[src/rtl/stlm_pkg.sv]
// shared types, constants and the dB lookup table of the level meter
package stlm_pkg;

  // field widths fixed by the register map and result format
  localparam int COEF_W     = 17;
  localparam int HOLD_W     = 8;
  localparam int STEP_W     = 12;
  localparam int DB_W       = 16;
  localparam int CFG_IDX_W  = 3;
  localparam int CFG_DATA_W = 17;

  // log conversion constants
  localparam int MANT_W = 20;
  localparam int TAB_W  = 11;
  localparam int OCT_DB = 394566;   // 20*log10(2) scaled by 65536
  localparam int OCT_DB_W = 19;

  localparam logic [COEF_W-1:0] COEF_ONE = 17'd65536;

  // register indexes
  localparam logic [CFG_IDX_W-1:0] REG_ATTACK  = 3'd0;
  localparam logic [CFG_IDX_W-1:0] REG_RELEASE = 3'd1;
  localparam logic [CFG_IDX_W-1:0] REG_HOLD    = 3'd2;
  localparam logic [CFG_IDX_W-1:0] REG_DECAY   = 3'd3;
  localparam logic [CFG_IDX_W-1:0] REG_FLOOR   = 3'd4;

  // register reset values
  localparam logic [COEF_W-1:0]      ATTACK_RST  = 17'd45875;
  localparam logic [COEF_W-1:0]      RELEASE_RST = 17'd2621;
  localparam logic [HOLD_W-1:0]      HOLD_RST    = 8'd60;
  localparam logic [STEP_W-1:0]      DECAY_RST   = 12'd128;
  localparam logic signed [DB_W-1:0] FLOOR_RST   = -16'sd15360;

  // configuration as seen by the datapath, floor already limited to 0 dB
  typedef struct packed {
    logic [COEF_W-1:0]      atk_coef;
    logic [COEF_W-1:0]      rel_coef;
    logic [HOLD_W-1:0]      hold_ticks;
    logic [STEP_W-1:0]      decay_step;
    logic signed [DB_W-1:0] floor_db;
  } stlm_cfg_t;

  // 20*log10(1 + i/16) in Q7.8
  function automatic logic [TAB_W-1:0] db_tab(input logic [4:0] idx);
    logic [TAB_W-1:0] v;
    unique case (idx)
      5'd0:    v = 11'd0;
      5'd1:    v = 11'd135;
      5'd2:    v = 11'd262;
      5'd3:    v = 11'd382;
      5'd4:    v = 11'd496;
      5'd5:    v = 11'd605;
      5'd6:    v = 11'd708;
      5'd7:    v = 11'd807;
      5'd8:    v = 11'd902;
      5'd9:    v = 11'd992;
      5'd10:   v = 11'd1080;
      5'd11:   v = 11'd1163;
      5'd12:   v = 11'd1244;
      5'd13:   v = 11'd1322;
      5'd14:   v = 11'd1398;
      5'd15:   v = 11'd1471;
      5'd16:   v = 11'd1541;
      default: v = 11'd0;
    endcase
    return v;
  endfunction

endpackage

[src/rtl/stlm_log_db.sv]
// linear level to 20*log10 in Q7.8 by leading-one position and table interpolation
module stlm_log_db #(
  parameter int LFB = 16
) (
  input  logic [LFB:0]                      level,
  input  logic signed [stlm_pkg::DB_W-1:0]  floor_db,
  output logic signed [stlm_pkg::DB_W-1:0]  db
);
  import stlm_pkg::*;

  localparam int LW    = LFB + 1;
  localparam int PW    = $clog2(LW);
  localparam int WW    = LW + MANT_W - 1;
  localparam int OCT_W = PW + OCT_DB_W;
  localparam int NEG_W = OCT_W + 2;

  logic [PW-1:0]           p;
  logic [WW-1:0]           wide;
  logic [MANT_W-1:0]       mant;
  logic [3:0]              idx;
  logic [14:0]             rem;
  logic [TAB_W-1:0]        tab_lo;
  logic [TAB_W-1:0]        tab_hi;
  logic [TAB_W-1:0]        tab_diff;
  logic [7:0]              diff;
  logic [23:0]             ip_prod;
  logic [16:0]             interp;
  logic [19:0]             fterm;
  logic [PW-1:0]           oct;
  logic [OCT_W-1:0]        oct_term;
  logic signed [NEG_W-1:0] neg;
  logic [NEG_W-1:0]        rnd;
  logic signed [NEG_W-1:0] db_full;
  logic signed [NEG_W-1:0] floor_ext;

  // leading-one position
  always_comb begin
    p = '0;
    for (int b = 0; b < LW; b++) begin
      if (level[b]) begin
        p = PW'(b);
      end
    end
  end

  // normalize so the leading one sits at the mantissa msb
  assign wide = {level, {(MANT_W-1){1'b0}}} >> p;
  assign mant = wide[MANT_W-1:0];
  assign idx  = mant[18:15];
  assign rem  = mant[14:0];

  // table lookup and linear interpolation in Q7.16
  assign tab_lo   = db_tab({1'b0, idx});
  assign tab_hi   = db_tab({1'b0, idx} + 5'd1);
  assign tab_diff = tab_hi - tab_lo;
  assign diff     = tab_diff[7:0];
  assign ip_prod  = ({16'd0, diff} * {9'd0, rem}) + 24'd64;
  assign interp   = ip_prod[23:7];
  assign fterm    = {1'b0, tab_lo, 8'd0} + {3'd0, interp};

  // octave term minus fraction term gives the attenuation magnitude
  assign oct      = PW'(LFB) - p;
  assign oct_term = {{OCT_DB_W{1'b0}}, oct} * OCT_W'(OCT_DB);
  assign neg      = $signed(NEG_W'(oct_term)) - $signed(NEG_W'(fterm));
  assign rnd      = neg + NEG_W'(128);

  // round to Q7.8, cap at 0 dB, raise to the floor
  assign floor_ext = $signed({{(NEG_W-DB_W){floor_db[DB_W-1]}}, floor_db});
  assign db_full   = (neg > 0) ? -$signed(NEG_W'(rnd[NEG_W-1:8])) : '0;

  always_comb begin
    if (level == '0) begin
      db = floor_db;
    end else if (db_full < floor_ext) begin
      db = floor_db;
    end else begin
      db = db_full[DB_W-1:0];
    end
  end

endmodule

[config.mk]
export PLATFORM = sky130hd
export DESIGN_NAME = stlm_log_db
export DESIGN_NICKNAME = d
export VERILOG_FILES = /design/src/rtl/stlm_pkg.sv /design/src/rtl/stlm_log_db.sv
export SDC_FILE = /design/constraint.sdc
export NUM_CORES = 1
export LEC_CHECK = 0
export BUFFER_PORTS_ARGS = -buffer_cell sky130_fd_sc_hd__buf_2
export CAP_MARGIN = 20
export CORE_MARGIN = 4
export CORE_UTILIZATION = 45
export DETAILED_ROUTE_END_ITERATION = 10
export PLACE_DENSITY_LB_ADDON = 0.08
export SYNTH_ARGS = -nofsm -noshare
export SYNTH_HDL_FRONTEND = slang
export SYNTH_SLANG_ARGS = --single-unit
[constraint.sdc]
create_clock -name vclk -period 63.7
set_input_delay 9.555 -clock vclk [all_inputs]
set_output_delay 9.555 -clock vclk [all_outputs]
set_load 0.01 [all_outputs]
==> summary.txt, run 1 <==
status: complete, no violations
Crit path largest cell delay: 0.79 ns
Final TNS setup: 0 ns
number of cell rows: 53
Mapped Avg Cell Area: 7.50 µm²
ANT cells: 0
CTS resizes: 0
Hold Path Origin: floor_db[13]
share of cells above drive strength 1: 0.0842
Final Hold Viols: 0
slowest CP cell: or3_1
Post-Syn Instances: 1300
sequential standard cell area: 0 µm²
drt wl/cell: 16.8 µm
RSZ-0062 raised after global routing: false
Yosys top cell by area: fa_1
GRT Overall Usage: 0.225
largest net degree at the start of global routing: 34
antenna viol nets, final: 0
final hold slack: 19.41 ns
CP most frequent cell: a21o_1
cts hold-fix bufs: 0
Worst Setup SP: level[16]
Vias: 9288
post-detail-place hpwl: 23.0 mm
DIE HEIGHT: 155 µm
Post-Place Cells: 1616
CLK BUF: 0
I/O pin total: 49
drt pass-1 iters: 5
Die Width: 155 µm
Hold/Removal Path Class: input pin to output pin
Final Max Tran Viols: 0
Synth area leaders: fa_1, ha_1, inv_1
top-area cell type share of the netlist area: 0.189
Crit. End Element: output pin
P&R area growth vs syn: 6.13%
first-pass GRT wire length: 45.3 mm
final setup margin: 25.85 ns
final setup fails: 0
DRT iter0 DRCs: 575
Synth warnings: 0
Remaining DRCs: 0
CP arrival: 28.30 ns
clock period minus worst slack: 37.85 ns
vias per inst: 5.74
Hold Path Sink: db[13]
Finished Layout Cells: 1617
synth unique cells: 82
Die ar.: 24100 µm²
Post-CTS Setup Bufs: 0
FFs & Latches: 0
Max Clock Freq: 26.4 MHz
startpoint types: input pin
initial antenna violation count: 1
Max-slew headroom: 0.317
fin nets: 1616
slew at the pin closest to its max-slew limit: 1.02 ns
CP Class: input pin to output pin
pre-CTS setup slack: 26.05 ns
worst hold stages: 4
port buffer count: 49
maxcap violations: 0
sequential area share after synthesis: 0
Cell Area, Synth: 9750 µm²
WP data required: 54.15 ns
final WL: 27.2 mm
most common cell in the synthesized netlist: inv_1
via count of the first global-routing pass: 8909
routability cong.: 0.900
remaining global-route overflow: 0
period utilisation layout: 0.594
CORE AREA: 21200 µm²
top cells by count, synth: inv_1, ha_1, nor2_1
critical path fanouts, max: 33
Starting Density: 0.461
[routing by layer]
metal | part of all wire | wire length [µm] | vias to the layer above | track usage
met2 | 0.44 | 12100 | 281 | 0.364
met4 | 0.012 | 326 | 2 | 0.0242
li1 | - | - | 4583 | -
met5 | 0.00026 | 7 | - | 0
met1 | 0.48 | 13100 | 4398 | 0.342
met3 | 0.063 | 1700 | 24 | 0.0139
[layout by cell type (no fill, tap or decap), types with 26 or more instances in the layout]
cell type	n
a21o_1	26
inv_1	175
nand2_1	89
xnor2_1	49
a21oi_1	68
nand3_1	28
buf_2	49
o21ai_0	46
fa_1	92
ha_1	147
nor2_1	147
[worst max path at each step]
stage                  end
floorplan           db[10]
global placement     db[2]
detailed placement   db[9]
CTS                  db[9]
global route         db[5]
finish               db[5]
[area by class of cell]
type                            count  area, µm²
Multi-Input combinational cell   1102       8990
Timing Repair Buffer               63        350
Fill cell                        2177      10800
Inverter                          177        664
Tap cell                          275        344
[worst max-delay path: cells and delay by family]
kind | cells | cell delay, ns
multiplexers | 5 | 1.62
adder cells (fa/ha/maj) | 10 | 4.28
AND/OR/NAND/NOR | 15 | 3.91
AO/OA/AOI/OAI | 24 | 5.26
buffers and inverters | 10 | 2.21
XOR/XNOR | 4 | 1.37
[cells by family (layout without fill, tap and decap cells)]
family	Yosys count	after routing	synth area share
AO/OA/AOI/OAI	309	309	0.220
XOR/XNOR	69	69	0.0620
adder cells (fa/ha/maj)	239	239	0.377
other	2	24	0.000770
multiplexers	36	36	0.0421
AND/OR/NAND/NOR	425	425	0.212
buffers and inverters	220	240	0.0865
[per-stage QoR]
stage               area, µm²  utilization
floorplan                9830            -
global placement        10300        0.489
detailed placement      10300        0.489
CTS                     10300        0.489
global route            10300        0.489
finish                  10300        0.489
Power of run 1 is left out: the tool's default activity adds up to more than one toggle a clock period on the data nets, which glitch-free logic cannot reach.
==> run 2: changes to the inputs <==
==> constraint.sdc (replaced) <==
create_clock -name vclk -period 30.6
set_input_delay 4.59 -clock vclk [all_inputs]
set_output_delay 4.59 -clock vclk [all_outputs]
set_load 0.01 [all_outputs]
==> run 2 against run 1 <==
  * First-iteration DRC count up 13%
  * Core utilization did not move
  * Die area did not move
  * Highest routed layer unchanged
  * Largest cell class unchanged
  * Hold slack got worse by 9.9 ns
  * Setup slack lost 23 ns
==> summary.txt, run 2 (synthesis results as in run 1) <==
Vias: 9326
RSZ-0062 raised after global routing: false
final WL: 27.8 mm
Crit path largest cell delay: 0.79 ns
CTS resizes: 0
remaining global-route overflow: 0
port buffer count: 49
via count of the first global-routing pass: 8857
commonest non-fill, non-tap cells in the layout: inv_1, nor2_1, ha_1
drt pass-1 iters: 5
Final TNS setup: 0 ns
Final Util: 0.489
CP Class: input pin to output pin
DIE HEIGHT: 155 µm
Finished Layout Cells: 1618
critical path fanouts, max: 33
Starting Density: 0.461
post-detail-place hpwl: 23.4 mm
GRT Overall Usage: 0.229
CP most frequent cell: a21o_1
FFs & Latches: 0
slew at the pin closest to its max-slew limit: 1.07 ns
Die ar.: 24100 µm²
Worst Path Buf+Inv: 10
DRT iter0 DRCs: 647
Crit path max-delay family: compound AO/OA/AOI/OAI gates
WP data required: 26.01 ns
cts hold-fix bufs: 0
CLK BUF: 0
Die Width: 155 µm
status: complete, no violations
final hold slack: 9.48 ns
clock period minus worst slack: 28.17 ns
Post-Place Cells: 1616
largest net degree at the start of global routing: 34
first-pass GRT wire length: 46.1 mm
vias per inst: 5.76
slowest CP cell: or3_1
routability cong.: 0.910
initial antenna violation count: 2
Final Hold Viols: 0
Max-slew headroom: 0.283
Post-CTS Setup Bufs: 0
startpoint types: input pin
antenna viol nets, final: 0
final setup fails: 0
share of cells above drive strength 1: 0.0842
number of cell rows: 53
I/O pin total: 49
P&R area growth vs syn: 6.13%
Remaining DRCs: 0
CP arrival: 23.58 ns
drt wl/cell: 17.2 µm
period utilisation layout: 0.920
Final Max Tran Viols: 0
Max Clock Freq: 35.5 MHz
Hold/Removal Path Class: input pin to output pin
Crit. End Element: output pin
sequential standard cell area: 0 µm²
most common cell after layout, fill and taps aside: inv_1
CORE AREA: 21200 µm²
fin nets: 1616
maxcap violations: 0
run 2: worst min-delay path: stages:
cell and delay, ns:
buf_2 0.08, nand2_1 0.04, o31ai_1 0.05, buf_2 0.12
run 2: layer usage:
metal / wire (µm) / vias to the layer above / GRT usage
met4: 138 / 2 / 0.0104
met1: 13200 / 4445 / 0.348
li1: - / 4577 / -
met3: 1930 / 11 / 0.0192
met2: 12500 / 291 / 0.373
met5: 7 / - / 0
run 2: worst paths after layout:
kind	slack, ns	endpoint	depth (start not counted)	start
min	9.48	db[13]	4	floor_db[13]
max	2.43	db[1]	68	level[16]
run 2: layout make-up:
type,count,area [µm²]
fill,2229,10800
multi-input combinational,1102,8990
inverter,177,664
timing repair buffer,63,348
tap,275,344
antenna,1,2.50
run 2: metrics by stage:
| stage | setup slack (ns) | instance area, µm² |
|---|---|---|
| finish | 2.43 | 10300 |
| global route | 1.17 | 10300 |
| CTS | 2.66 | 10300 |
| detailed placement | 2.72 | 10300 |
| global placement | 2.84 | 10300 |
| floorplan | 5.20 | 9830 |
Power of run 2 is left out for the same reason.
