File: src/rtl/stlm_pkg.sv
// shared types, constants and the dB lookup table of the level meter
package stlm_pkg;

  // field widths fixed by the register map and result format
  localparam int COEF_W     = 17;
  localparam int HOLD_W     = 8;
  localparam int STEP_W     = 12;
  localparam int DB_W       = 16;
  localparam int CFG_IDX_W  = 3;
  localparam int CFG_DATA_W = 17;

  // log conversion constants
  localparam int MANT_W = 20;
  localparam int TAB_W  = 11;
  localparam int OCT_DB = 394566;   // 20*log10(2) scaled by 65536
  localparam int OCT_DB_W = 19;

  localparam logic [COEF_W-1:0] COEF_ONE = 17'd65536;

  // register indexes
  localparam logic [CFG_IDX_W-1:0] REG_ATTACK  = 3'd0;
  localparam logic [CFG_IDX_W-1:0] REG_RELEASE = 3'd1;
  localparam logic [CFG_IDX_W-1:0] REG_HOLD    = 3'd2;
  localparam logic [CFG_IDX_W-1:0] REG_DECAY   = 3'd3;
  localparam logic [CFG_IDX_W-1:0] REG_FLOOR   = 3'd4;

  // register reset values
  localparam logic [COEF_W-1:0]      ATTACK_RST  = 17'd45875;
  localparam logic [COEF_W-1:0]      RELEASE_RST = 17'd2621;
  localparam logic [HOLD_W-1:0]      HOLD_RST    = 8'd60;
  localparam logic [STEP_W-1:0]      DECAY_RST   = 12'd128;
  localparam logic signed [DB_W-1:0] FLOOR_RST   = -16'sd15360;

  // configuration as seen by the datapath, floor already limited to 0 dB
  typedef struct packed {
    logic [COEF_W-1:0]      atk_coef;
    logic [COEF_W-1:0]      rel_coef;
    logic [HOLD_W-1:0]      hold_ticks;
    logic [STEP_W-1:0]      decay_step;
    logic signed [DB_W-1:0] floor_db;
  } stlm_cfg_t;

  // 20*log10(1 + i/16) in Q7.8
  function automatic logic [TAB_W-1:0] db_tab(input logic [4:0] idx);
    logic [TAB_W-1:0] v;
    unique case (idx)
      5'd0:    v = 11'd0;
      5'd1:    v = 11'd135;
      5'd2:    v = 11'd262;
      5'd3:    v = 11'd382;
      5'd4:    v = 11'd496;
      5'd5:    v = 11'd605;
      5'd6:    v = 11'd708;
      5'd7:    v = 11'd807;
      5'd8:    v = 11'd902;
      5'd9:    v = 11'd992;
      5'd10:   v = 11'd1080;
      5'd11:   v = 11'd1163;
      5'd12:   v = 11'd1244;
      5'd13:   v = 11'd1322;
      5'd14:   v = 11'd1398;
      5'd15:   v = 11'd1471;
      5'd16:   v = 11'd1541;
      default: v = 11'd0;
    endcase
    return v;
  endfunction

endpackage

File: src/rtl/stlm_peak.sv
// one channel's peak hold and decay update
module stlm_peak (
  input  logic signed [stlm_pkg::DB_W-1:0]   db,
  input  logic signed [stlm_pkg::DB_W-1:0]   peak,
  input  logic [stlm_pkg::HOLD_W-1:0]        hold,
  input  stlm_pkg::stlm_cfg_t                cfg,
  output logic signed [stlm_pkg::DB_W-1:0]   peak_nxt,
  output logic [stlm_pkg::HOLD_W-1:0]        hold_nxt
);
  import stlm_pkg::*;

  logic signed [DB_W:0] fallen;
  logic signed [DB_W:0] floor_ext;

  assign fallen    = $signed({peak[DB_W-1], peak}) - $signed({{(DB_W+1-STEP_W){1'b0}},
                                                               cfg.decay_step});
  assign floor_ext = $signed({cfg.floor_db[DB_W-1], cfg.floor_db});

  // new peak reloads hold, else count down, else decay toward the floor
  always_comb begin
    peak_nxt = peak;
    hold_nxt = hold;
    if (db > peak) begin
      peak_nxt = db;
      hold_nxt = cfg.hold_ticks;
    end else if (hold != '0) begin
      hold_nxt = hold - 1'b1;
    end else if (fallen < floor_ext) begin
      peak_nxt = cfg.floor_db;
    end else begin
      peak_nxt = fallen[DB_W-1:0];
    end
  end

endmodule

File: config.mk
export PLATFORM = sky130hd
export DESIGN_NAME = stlm_peak
export DESIGN_NICKNAME = d
export VERILOG_FILES = /design/src/rtl/stlm_pkg.sv /design/src/rtl/stlm_peak.sv
export SDC_FILE = /design/constraint.sdc
export NUM_CORES = 1
export LEC_CHECK = 0
export BUFFER_PORTS_ARGS = -buffer_cell sky130_fd_sc_hd__buf_4
export CAP_MARGIN = 25
export CORE_MARGIN = 4
export CORE_UTILIZATION = 50
export DETAILED_ROUTE_END_ITERATION = 10
export PLACE_DENSITY = 0.95
export SYNTH_ARGS = -nofsm -noshare
export SYNTH_HDL_FRONTEND = slang
export SYNTH_SLANG_ARGS = --single-unit
export TNS_END_PERCENT = 30
File: constraint.sdc
create_clock -name vclk -period 10.2
set_clock_uncertainty 0.05 [all_clocks]
set_input_delay 1.53 -clock vclk [all_inputs]
set_output_delay 1.53 -clock vclk [all_outputs]
set_load 0.005 [all_outputs]
==> results of run 1 <==
==> logic make-up (layout without fill, tap and decap cells) <==
logic type,after synthesis,count (layout)
compound gates,81,81
xor+xnor,16,16
fa+ha+maj,46,46
buf+inv,61,155
mux,39,39
simple gates,73,73
==> metal layers <==
| layer | global-route usage, % | share of wire (%) | up-vias |
|---|---|---|---|
| met4 | 4.854 | 1.3 | 0 |
| met3 | 0.7916 | 6.1 | 11 |
| li1 | - | - | 1311 |
| met1 | 28.82 | 41 | 1216 |
| met5 | 0 | 0 | - |
| met2 | 44.49 | 52 | 85 |
==> critical path, delay by kind of cell <==
family          cells  cell delay, ns
compound gates      8            1.80
buf+inv             5            0.71
simple gates        2            0.34
xor+xnor            1            0.17
fa+ha+maj           3            0.86
mux                 2            0.86
==> cells in the mapped netlist, types with 2 or more instances <==
library cell,instances,area (um2)
a211oi_1,2,15.01
a21o_1,9,67.56
o21ai_1,3,15.01
and4_1,2,17.52
a21oi_1,35,175.2
o311ai_1,2,17.52
mux2_2,20,225.2
o21ai_0,10,50.05
nand2b_1,3,18.77
clkbuf_1,5,18.77
ha_1,45,563.0
and3_1,2,12.51
a21oi_2,3,26.28
nor2b_1,2,12.51
nor3_1,4,20.02
buf_4,2,15.01
nor4_1,2,12.51
xnor2_1,11,96.34
xor2_1,5,43.79
inv_1,52,195.2
mux2i_1,18,180.2
or3_1,3,18.77
a31oi_1,5,31.28
nand4_1,6,37.54
nor2_1,20,75.07
nand3_1,3,15.01
nand2_1,17,63.81
==> final cells by class <==
class | count | area (um2)
Multi-Input combinational cell | 255 | 2057
Fill cell | 359 | 1294
Timing Repair Buffer | 103 | 773.2
Inverter | 52 | 195.2
Tap cell | 52 | 65.06
==> path summary, 6_finish.rpt <==
kind / from / to / slack [ns] / cells past startpoint
setup / recovery: peak[0] / peak_nxt[13] / 2.35 / 21
hold / removal: cfg[32] / hold_nxt[4] / 3.30 / 3
==> layout by cell type, fill, tap and decap left out, types with 2 or more instances in the layout <==
| master | Yosys | final |
|---|---|---|
| and3_1 | 2 | 2 |
| nand2b_1 | 3 | 3 |
| a31oi_1 | 5 | 5 |
| nand3_1 | 3 | 3 |
| xor2_1 | 5 | 5 |
| a21oi_2 | 3 | 3 |
| a21oi_1 | 35 | 35 |
| nor2b_1 | 2 | 2 |
| inv_1 | 52 | 52 |
| nor3_1 | 4 | 4 |
| and4_1 | 2 | 2 |
| o311ai_1 | 2 | 2 |
| or3_1 | 3 | 3 |
| nand4_1 | 6 | 6 |
| nor2_1 | 20 | 20 |
| nand2_1 | 17 | 17 |
| xnor2_1 | 11 | 11 |
| ha_1 | 45 | 45 |
| nor4_1 | 2 | 2 |
| a211oi_1 | 2 | 2 |
| a21o_1 | 9 | 9 |
| buf_4 | 2 | 103 |
| mux2_2 | 20 | 20 |
| o21ai_0 | 10 | 10 |
| mux2i_1 | 18 | 17 |
| o21ai_1 | 3 | 3 |
==> stage by stage <==
stage	utilization (%)	setup WS, ns	area (um2)	cells
floorplan	-	3.512	2290	316
global placement	70.49	2.517	3090	462
detailed placement	70.49	2.403	3090	462
CTS	70.49	2.386	3090	462
global route	70.49	2.110	3090	462
finish	70.49	2.350	3090	462
==> power groups by stage <==
stage          clock network, mW  logic [mW]  registers [mW]
3_5_place_dp                   0       0.189               0
2_1_floorplan                  0       0.118               0
4_1_cts                        0       0.190               0
3_3_place_gp                   0       0.181               0
6_report                       0       0.191               0
5_1_grt                        0       0.210               0
==> run_results.csv, run 1 <==
group,metric,value,unit
sta,max_freq,0.1274,GHz
global_route,grt_util_all_layers,23.32,%
run_status,outcome,"complete, no violations",
routing,via_count,2623,
power_and_ir_drop,seqPwrFrac,0,%
power_and_ir_drop,netSwitchingFraction,48.45,%
synth,synth_fa_ha_area_share,25.46,%
run,maxCapViolations,0,
power_and_ir_drop,clockPowerShare,0,%
sta,hold_viol,0,
floorplanning,die_h,75.67,um
layout,final_nets,568,
synth,synth-compound-area-share,22.08,%
placed_design,io_buffers,100,
sta,slew_headroom,57.07,%
global_route,antenna_found_initial,0,
worst_hold_path,hold_path.class,"in -> out",
layout,drive_gt1_share,33.41,%
routing,ant_nets,0,
layout,num_antenna_cells,0,
clock_network,postCtsSetupBuffers,0,
routing,vias_per_cell,5.677,
routing,drtIter0Drc,165,
global_route,grt_max_degree,23,
sta,fin_hold_ws,3.305,ns
synth,synthMuxAreaShare,18.36,%
power_and_ir_drop,p_per_area,61.78,mW/mm2
synth,yosysSeqAreaShare,0,%
power_and_ir_drop,p_switching,0.09250,mW
worst_setup_path,cp_slowest_stage_delay,0.59,ns
layout,regArea,0,um2
routing,wl,6790,um
worst_setup_path,critical_path.cell_chain,"buf_4, inv_1, ha_1, inv_1, fa_1, a21o_1, a31o_1, o311ai_1, nor3b_2, xnor2_1, ha_1, a21o_1, a21oi_1, o21ai_1, a211oi_2, mux2i_2, buf_4, nor2_1, a221o_1, mux2_2, buf_4",
worst_setup_path,cp_max_fo,15,
placed_design,gp_congestion,0.9487,
synth,synth_top_family_by_area,"adder cells",
sta,max_slew.worst_pin.slew,0.6391,ns
global_route,grt_overflow_total,0,
synth,synth_cell_type_count,52,
floorplanning,ios,134,
worst_setup_path,cp.arrival,6.27,ns
synth,synth-simple-area-share,17.27,%
synth,yosys_warnings,0,
sta,rsz0062_at_grt,"false",
worst_setup_path,required,8.62,ns
synth,synth_fp_nets,472,
synth,synth_xor_area_share,6.120,%
sta,timing.final.crit_share,76.96,%
power_and_ir_drop,p_leak,1.661,nW
routing,drc,0,
clock_network,post_cts_resized,0,
worst_setup_path,cp-start-kind,"input port",
synth,syn_inst,316,
layout,clockBufferCount,0,
routing,drt_first_pass_iters,4,
sta,fin_crit,7.850,ns
global_route,grt_pass1_vias,2568,
power_and_ir_drop,p_total,0.1909,mW
floorplanning,die_x,75.67,um
worst_setup_path,crit_type,"in -> out",
sta,report.final.slew_viol_count,0,
synth,avgSynthCellArea,7.246,um2
power_and_ir_drop,p_comb_share,100.0,%
layout,synthToLayoutAreaGrowth,34.97,%
placed_design,dp_hpwl,5972,um
sta,fin_tns_setup,0,ns
global_route,grt_pass1_wl,10850,um
worst_setup_path,end_kind,"output pin",
floorplanning,dieArea,0.005726,mm2
worst_setup_path,crit_path_top_delay_cell,"mux2i_2",
sta,finalSetupViolCount,0,
synth,syn_area,0.002290,mm2
power_and_ir_drop,ir_drop,0.03243,mV
power_and_ir_drop,intPower,0.09842,mW
worst_setup_path,crit_path_frequent_cell,"buf_4",
clock_network,ctsHoldBuffers,0,
layout,seq_cells,0,
floorplanning,core,0.004384,mm2
floorplanning,fp-row-count,24,
floorplanning,start_util,52.23,%
routing,post_drt_wl_per_cell,14.70,um
(Power assumes the default switching activity.)
==> inputs of run 2 (changes only) <==
Settings changed: ABC_AREA set to 1, PLACE_DENSITY 0.95 to 0.91.
Clock period 10.2 ns to 7.4 ns, I/O delays scaled along.
==> run_results.csv, run 2 <==
group,metric,value,unit
routing,drc,0,
placed_design,io_buffers,100,
power_and_ir_drop,p_leak,2.305,nW
floorplanning,start_util,52.70,%
floorplanning,die_x,82.30,um
run,maxCapViolations,0,
worst_setup_path,required,6.24,ns
worst_setup_path,crit_type,"in -> out",
worst_setup_path,end_kind,"output pin",
layout,drive_gt1_share,17.20,%
layout,nFillCells,490,
floorplanning,core,0.005238,mm2
routing,vias_per_cell,5.176,
routing,drtIter0Drc,244,
layout,mostFrequentLayoutCell,"nand2_1",
global_route,antenna_found_initial,0,
sta,slew_headroom,40.67,%
routing,via_count,3613,
run_status,outcome,"complete, no violations",
sta,timing.final.crit_share,77.90,%
synth,synthMuxAreaShare,0,%
layout,mostFrequentLayoutCells,"nand2_1 (149), inv_1 (130), buf_4 (100)",
layout,synthToLayoutAreaGrowth,27.11,%
sta,rsz0062_at_grt,"false",
clock_network,post_cts_resized,0,
synth,synth_top_area_share,20.40,%
layout,clockBufferCount,0,
sta,fin_crit,5.765,ns
worst_setup_path,cp.arrival,4.60,ns
synth,synth_fa_ha_area_share,21.12,%
synth,synth_fp_nets,698,
synth,synth-compound-area-share,11.38,%
layout,post-route-util,66.99,%
sta,finalSetupViolCount,0,
floorplanning,fp-row-count,26,
synth,synth_top_family_by_area,"simple AND/OR/NAND/NOR gates",
synth,syn_inst,542,
routing,wl,8500,um
synth,synth_most_common_cell,"nand2_1",
synth,synth_cell_type_count,32,
routing,ant_nets,0,
layout,regArea,0,um2
synth,syn_area,0.002760,mm2
synth,yosysSeqAreaShare,0,%
power_and_ir_drop,netSwitchingFraction,56.50,%
worst_setup_path,critical_path.cell_chain,"buf_4, inv_1, ha_1, inv_1, fa_1, nand2_1, nand3_1, nand3_1, nand2_1, nand2_1, nand2_1, o21ai_0, ha_1, a21oi_1, o21ai_0, a21oi_2, nand3_1, nand3_1, nand3_1, a21oi_1, buf_4",
placed_design,dp_hpwl,7303,um
power_and_ir_drop,intPower,0.1328,mW
power_and_ir_drop,p_per_area,87.00,mW/mm2
global_route,grt_pass1_vias,3376,
synth,netlist_top_cells_area,"ha_1 (20%), nand2_1 (20%), inv_1 (18%), nand3_1 (13%), a21oi_1 (7.4%)",
worst_hold_path,hold_path.class,"in -> out",
global_route,grt_max_degree,49,
global_route,grt_pass1_wl,13780,um
synth,avgSynthCellArea,5.093,um2
floorplanning,die_h,82.30,um
synth,yosys_warnings,0,
synth,synth_common_cells,"nand2_1 (149), inv_1 (130), nand3_1 (70)",
floorplanning,dieArea,0.006773,mm2
clock_network,ctsHoldBuffers,0,
worst_setup_path,crit_family,"simple AND/OR/NAND/NOR gates",
worst_setup_path,cp_max_fo,16,
worst_setup_path,crit_buf_inv,4,
power_and_ir_drop,seqPwrFrac,0,%
synth,synth-simple-area-share,43.70,%
sta,hold_viol,0,
power_and_ir_drop,ir_drop,0.04077,mV
sta,report.final.slew_viol_count,0,
power_and_ir_drop,p_switching,0.1724,mW
power_and_ir_drop,p_comb_share,100.0,%
power_and_ir_drop,clockPowerShare,0,%
layout,num_antenna_cells,0,
worst_setup_path,cp-start-kind,"input port",
worst_setup_path,crit_path_top_delay_cell,"nand3_1",
routing,drt_first_pass_iters,5,
global_route,grt_util_all_layers,24.84,%
synth,synth_xor_area_share,2.856,%
synth,yosysTopAreaCell,"ha_1",
worst_setup_path,cp_slowest_stage_delay,0.47,ns
sta,max_freq,0.1735,GHz
routing,post_drt_wl_per_cell,12.18,um
placed_design,gp_congestion,0.8773,
sta,max_slew.worst_pin.slew,0.8889,ns
sta,fin_tns_setup,0,ns
floorplanning,ios,134,
worst_setup_path,crit_path_frequent_cell,"nand3_1",
clock_network,postCtsSetupBuffers,0,
global_route,grt_overflow_total,0,
layout,final_nets,786,
layout,seq_cells,0,
## run 2: cell types whose count changed after synthesis, sizes merged, moves of 4 or more
cell	previous run	this run
a21o	9	2
a21oi	38	43
a31oi	5	1
buf	4	11
inv	52	130
mux2	21	0
mux2i	18	0
nand2	17	151
nand3	3	71
nor2	20	50
o21ai	13	8
xnor2	11	1
## run 2: tightest hold or removal path, stage by stage
cell	delay [ns]
buf_4	0.07
nor2_1	0.03
a21oi_1	0.10
buf_4	0.12
## run 2: path summary, 6_finish.rpt
kind,cells past startpoint,startpoint,end
max,21,peak[0],peak_nxt[14]
min,4,cfg[35],hold_nxt[7]
## run 2: per-layer routing
layer	vias up	wire length, um	global-route usage (%)
met5	-	0	0
met4	0	212	6.478
met3	25	471	0.4338
met2	136	4325	48.72
met1	1600	3491	29.20
li1	1852	-	-
## run 2: final cells by class
cell class / count / area (um2) / area share (%)
inverter: 130 / 488.0 / 13.91
multi-input combinational: 398 / 2182 / 62.20
tap: 70 / 87.58 / 2.496
timing repair buffer: 100 / 750.7 / 21.40
## run 2: stage by stage
stage               cells  worst slack [ns]  hold WS (ns)  instance area [um2]  power (mW)
floorplan             542             2.606         2.269                 2760      0.1932
finish                698             1.635         2.504                 3508      0.3052
global route          698             1.264         2.512                 3508      0.3452
global placement      698             1.767         2.495                 3508      0.2904
detailed placement    698             1.732         2.499                 3508      0.3008
CTS                   698             1.714         2.502                 3508      0.3018
## run 2: cell families (layout without fill, tap and decap cells)
| logic type | count (synthesis) | in the layout |
|---|---|---|
| AOI/OAI and AO/OA | 58 | 58 |
| xor gates and xnor gates | 9 | 9 |
| adders and majority gates | 46 | 46 |
| buffers and inverters | 144 | 230 |
| and+or+nand+nor | 285 | 285 |
## run 2: power groups by stage
stage	Sequential (mW)	Clock (mW)	Combinational [mW]
CTS	0	0	0.302
detailed placement	0	0	0.301
floorplan	0	0	0.193
global route	0	0	0.345
global placement	0	0	0.290
finish	0	0	0.305
